File: src/hw/rtl/bdnp_isqrt.sv
`default_nettype none
// ----------------------------------------------------------------------------
// bdnp_isqrt
// pipelined floor square root, one result bit per stage, n independent lanes
// ----------------------------------------------------------------------------
module bdnp_isqrt #(
  parameter int unsigned K  = 31,
  parameter int unsigned N  = 1,
  parameter int unsigned SW = 1
) (
  input  logic                      clk_i,
  input  logic                      rst_ni,
  input  logic                      en_i,
  input  logic                      valid_i,
  input  logic [N-1:0][2*K-1:0]     rad_i,
  input  logic [SW-1:0]             side_i,
  output logic                      valid_o,
  output logic [N-1:0][K-1:0]       root_o,
  output logic [SW-1:0]             side_o
);

  localparam int unsigned RW = 2 * K;

  logic [N-1:0][RW-1:0] v_q [K];
  logic [N-1:0][RW-1:0] v_d [K];
  logic [N-1:0][RW-1:0] r_q [K];
  logic [N-1:0][RW-1:0] r_d [K];
  logic [SW-1:0]        side_q [K];
  logic [K-1:0]         vld_q;

  always_comb begin : c_step
    logic [RW-1:0] vi;
    logic [RW-1:0] ri;
    logic [RW-1:0] sm;
    logic [RW-1:0] bt;
    for (int i = 0; i < K; i++) begin
      bt = RW'(1) << (2 * (K - 1 - i));
      for (int n = 0; n < N; n++) begin
        if (i == 0) begin
          vi = rad_i[n];
          ri = '0;
        end else begin
          vi = v_q[i-1][n];
          ri = r_q[i-1][n];
        end
        sm = ri + bt;
        if (vi >= sm) begin
          v_d[i][n] = vi - sm;
          r_d[i][n] = (ri >> 1) + bt;
        end else begin
          v_d[i][n] = vi;
          r_d[i][n] = ri >> 1;
        end
      end
    end
  end

  always_ff @(posedge clk_i or negedge rst_ni) begin
    if (!rst_ni) begin
      vld_q <= '0;
    end else if (en_i) begin
      vld_q <= {vld_q[K-2:0], valid_i};
    end
  end

  always_ff @(posedge clk_i) begin
    if (en_i) begin
      v_q       <= v_d;
      r_q       <= r_d;
      side_q[0] <= side_i;
      for (int i = 1; i < K; i++) begin
        side_q[i] <= side_q[i-1];
      end
    end
  end

  always_comb begin
    for (int n = 0; n < N; n++) begin
      root_o[n] = r_q[K-1][n][K-1:0];
    end
  end

  assign valid_o = vld_q[K-1];
  assign side_o  = side_q[K-1];

endmodule
`default_nettype wire

File: config.mk
export PLATFORM = sky130hd
export DESIGN_NAME = bdnp_isqrt
export DESIGN_NICKNAME = d
export VERILOG_FILES = /design/src/hw/rtl/bdnp_isqrt.sv
export SDC_FILE = /design/constraint.sdc
export NUM_CORES = 2
export LEC_CHECK = 0
export ABC_CLOCK_PERIOD_IN_PS = 4010
export BUFFER_PORTS_ARGS = -buffer_cell sky130_fd_sc_hd__buf_2
export CORE_AREA = 2 2 508 510
export CTS_CLUSTER_DIAMETER = 60
export DETAILED_ROUTE_END_ITERATION = 7
export DIE_AREA = 0 0 510 512
export PLACE_DENSITY_LB_ADDON = 0.15
export SYNTH_ARGS = -nofsm -noshare
export SYNTH_HDL_FRONTEND = slang
export SYNTH_SLANG_ARGS = --single-unit
File: constraint.sdc
create_clock -name clk_i -period 4.01 [get_ports clk_i]
set_clock_uncertainty 0.05 [all_clocks]
set_input_delay 0.401 -clock clk_i [delete_from_list [all_inputs] [get_ports clk_i]]
set_output_delay 0.401 -clock clk_i [all_outputs]
set_load 0.01 [all_outputs]
==> impl_metrics.yaml <==
routing:
  viasPerCell: 5.55
  drt_iter0_markers: 5965
  dr.pass1.iters: 6
  ant_nets: 0
  drc: 0
  detail_route.wl_per_cell_um: 21.2
  routed_wl_um: 277000
  via_count: 72600
hold_path:
  hold_path_class: "in2reg"
clock_tree:
  cts_max_level: 5
  cts_num_sinks: 2418
  cts_tree: "done"
  cts_buffers: 293
  clk-insertion-delay-late_ns: 0.96
  root_buffer: "clkbuf_16"
  clk_pin_slew_ns: 0.06
  cts_buffer_depth: 4
global_route:
  antenna_found_initial: 11
  grt_remaining_overflow: 0
  first_global_vias: 71800
  grt_first_pass_wirelength_um: 423000
  grt_max_degree: 162
  track_usage_pct: 21.0
worst_setup_path:
  path_delay_family: "simple AND/OR/NAND/NOR gates"
  crit_buf_inv: 3
  critPathMaxStageDelay_ns: 0.62
  endpoint_kind: "register"
  path_cells: "inv_1 > ha_1 > nand3_1 > nor4_1 > buf_4 > nand4_1 > and4_1 > o31a_1 > inv_2 > nand3_1 > or4_1 > nor4_1 > xor2_1"
  critPathMaxFanout: 5
  arrival_ns: 4.48
  required_ns: 4.62
  slowest_stage: "or4_1"
  start_kind: "register"
  r2r_slack_ns: 0.14
  path_class: "reg2reg"
floorplan:
  core_area_sq_um: 256000
  die_h_um: 512
  num_io_pins: 100
  dieArea_sq_um: 261000
  row_count: 186
  start_util_pct: 44.7
  die_w_um: 510
timing:
  rsz0062_at_grt: "yes"
  fin_crit_sh_pct: 96.5
  min_period_ns: 3.87
  slew_headroom_pct: 24.1
  clock.fmax_ghz: 0.258
  setup_viol: 0
  hold_viol: 0
  fin_ws_ns: 0.141
  slew_viol_final: 0
  worst_slew_pin_slew_ns: 1.13
flow_run:
  max_cap_viol_count: 0
synthesis:
  syn_avg_cell_area_sq_um: 12.8
  synthDominantCellAreaShare_pct: 62.6
  seq_area_frac_synth_pct: 63.3
  synth_cells: 8969
  yosysTopAreaCell: "edfxtp_1"
  syn-num-nets: 9561
  yosysUniqueCellTypes: 94
  synth_edf_count: 2387
  ys_ff_latch: 2418
  yosys-top-cells-area: "edfxtp_1 (63%), ha_1 (5.7%), xor2_1 (3.2%)"
  synthArstFlopShare_pct: 1.28
  yosysMostFrequentCell: "edfxtp_1"
  synthTopCellsByCount: "edfxtp_1 (2387), inv_1 (651), nor2_1 (578), nand2_1 (545), a21oi_1 (542)"
  synth_area_sq_um: 114000
  synth_ff_type: "edfxtp_1"
  yosysWarningCount: 0
finish:
  fin_util_pct: 51.1
  finalNetCount: 10100
  fin_cells: 13100
  area_growth_pct: 14.3
  drive_gt1_share_pct: 10.4
place:
  hpwl_um: 209000
  pre_cts_slack_ns: -0.159
  io_buffers: 99
  gp_congestion: 0.904
  dpl.cell_count: 12500
power:
  vdd_ir_drop_max_mv: 0.533
  p_leak_nw: 49.4
  cellPowerDensity_nw_per_um2: 574
outcome:
  status: "completed"
-- final timing paths --
kind | end | startpoint | depth (start not counted)
max | v_q[182] | r_q[193] | 13
max reg2reg | v_q[182] | r_q[193] | 13
min reg2reg | v_q[1460] | v_q[1522] | 0
min | v_q[1916] | rad_i[56] | 2
min in group asynchronous | vld_q[30] | rst_ni | 3
max in group asynchronous | vld_q[8] | rst_ni | 4
-- layer usage --
metal  vias up  global-route usage, %  routed length, um
li1      34700                      -                  -
met1     35900                   27.9             121000
met2      1657                   35.7             137000
met3       385                   3.33              13800
met4         0                   5.18               5980
met5         -                      0                  0
-- cell usage in the layout (no fill, tap or decap), types with 47 or more instances in the layout --
| cell | Yosys | final |
|---|---|---|
| edfxtp_1 | 2387 | 2387 |
| inv_1 | 651 | 651 |
| nor2_1 | 578 | 578 |
| nand2_1 | 545 | 545 |
| a21oi_1 | 542 | 539 |
| ha_1 | 525 | 524 |
| xor2_1 | 415 | 415 |
| o21ai_0 | 415 | 413 |
| xnor2_1 | 408 | 407 |
| clkbuf_16 | 0 | 295 |
| nor4_1 | 299 | 280 |
| nor3_1 | 251 | 247 |
| buf_4 | 3 | 224 |
| a21o_1 | 209 | 209 |
| nand4_1 | 155 | 155 |
| nand3_1 | 146 | 146 |
| o21a_1 | 104 | 103 |
| nand2b_1 | 98 | 98 |
| buf_2 | 6 | 98 |
| mux2_2 | 96 | 96 |
| or3_1 | 78 | 75 |
| dlygate4sd3_1 | 0 | 69 |
| or4_1 | 72 | 68 |
| nor2b_1 | 67 | 66 |
| clkinv_1 | 0 | 51 |
| nor4b_1 | 50 | 47 |
-- layout make-up --
type	instances	area, sq um
fill	21900	125000
sequential	2418	72500
multi-input combinational	5708	39100
clock buffer	337	7550
tap	3384	4230
timing repair buffer	418	3390
inverter	654	2460
clock inverter	162	1540
antenna	4	10.0
-- metrics by stage --
stage | hold slack, ns | setup TNS, ns | cell area [sq um] | power [mW]
2_1_floorplan | 0.0554 | 0 | 114000 | 44.5
4_1_cts | 0.00188 | 0 | 130000 | 75.6
3_5_place_dp | 0.356 | -3.45 | 121000 | 50.2
5_1_grt | 0.0558 | -0.00892 | 131000 | 78.8
3_3_place_gp | 0.357 | -3.42 | 121000 | 50.0
6_report | 0.0916 | 0 | 131000 | 75.0
-- worst register-to-register path: stages (launching register included) --
cell      delay (ns)
edfxtp_1        0.43
inv_1           0.06
ha_1            0.34
nand3_1         0.25
nor4_1          0.62
buf_4           0.21
nand4_1         0.11
and4_1          0.25
o31a_1          0.13
inv_2           0.07
nand3_1         0.11
or4_1           0.62
nor4_1          0.27
xor2_1          0.11
-- state kept, by name (all words and copies together), names as in the netlist --
| signal | count |
|---|---|
| root_o | 31 |
| vld_q | 31 |
| v_q | 1798 |
| r_q | 435 |
| side_q | 31 |
| c_step.ri | 30 |
| c_step.vi | 62 |
-- power breakdown --
group | internal, mW | switching, mW | leakage, nW
sequential | 32.1 | 2.57 | 23.3
combinational | 6.44 | 8.88 | 21.6
clock | 14.9 | 10.2 | 4.43
-- kinds of logic (layout without fill, tap and decap cells) --
group                      Yosys count  in the layout  share of synthesized area (%)
buffers and inverters              843           1571                           2.82
muxes                              114            114                           1.11
AOI/OAI and AO/OA                 1663           1663                           8.99
adders and majority gates          525            525                           5.74
xor gates and xnor gates           823            823                           6.30
DFF                               2418           2418                           63.3
and+or+nand+nor                   2583           2583                           11.7
other                                0              4                              0
-- what timing repair did --
action | in CTS | in global routing
hold endpoints to repair | 118 | 0
resized for setup | 9 | 54
hold buffers | 70 | 0
setup buffers | 0 | 0
pin swaps | 0 | 7
cloned | 0 | 0
endpoints found under the setup margin | 69 | 119
No activity file was read; power rests on OpenSTA's default activity.
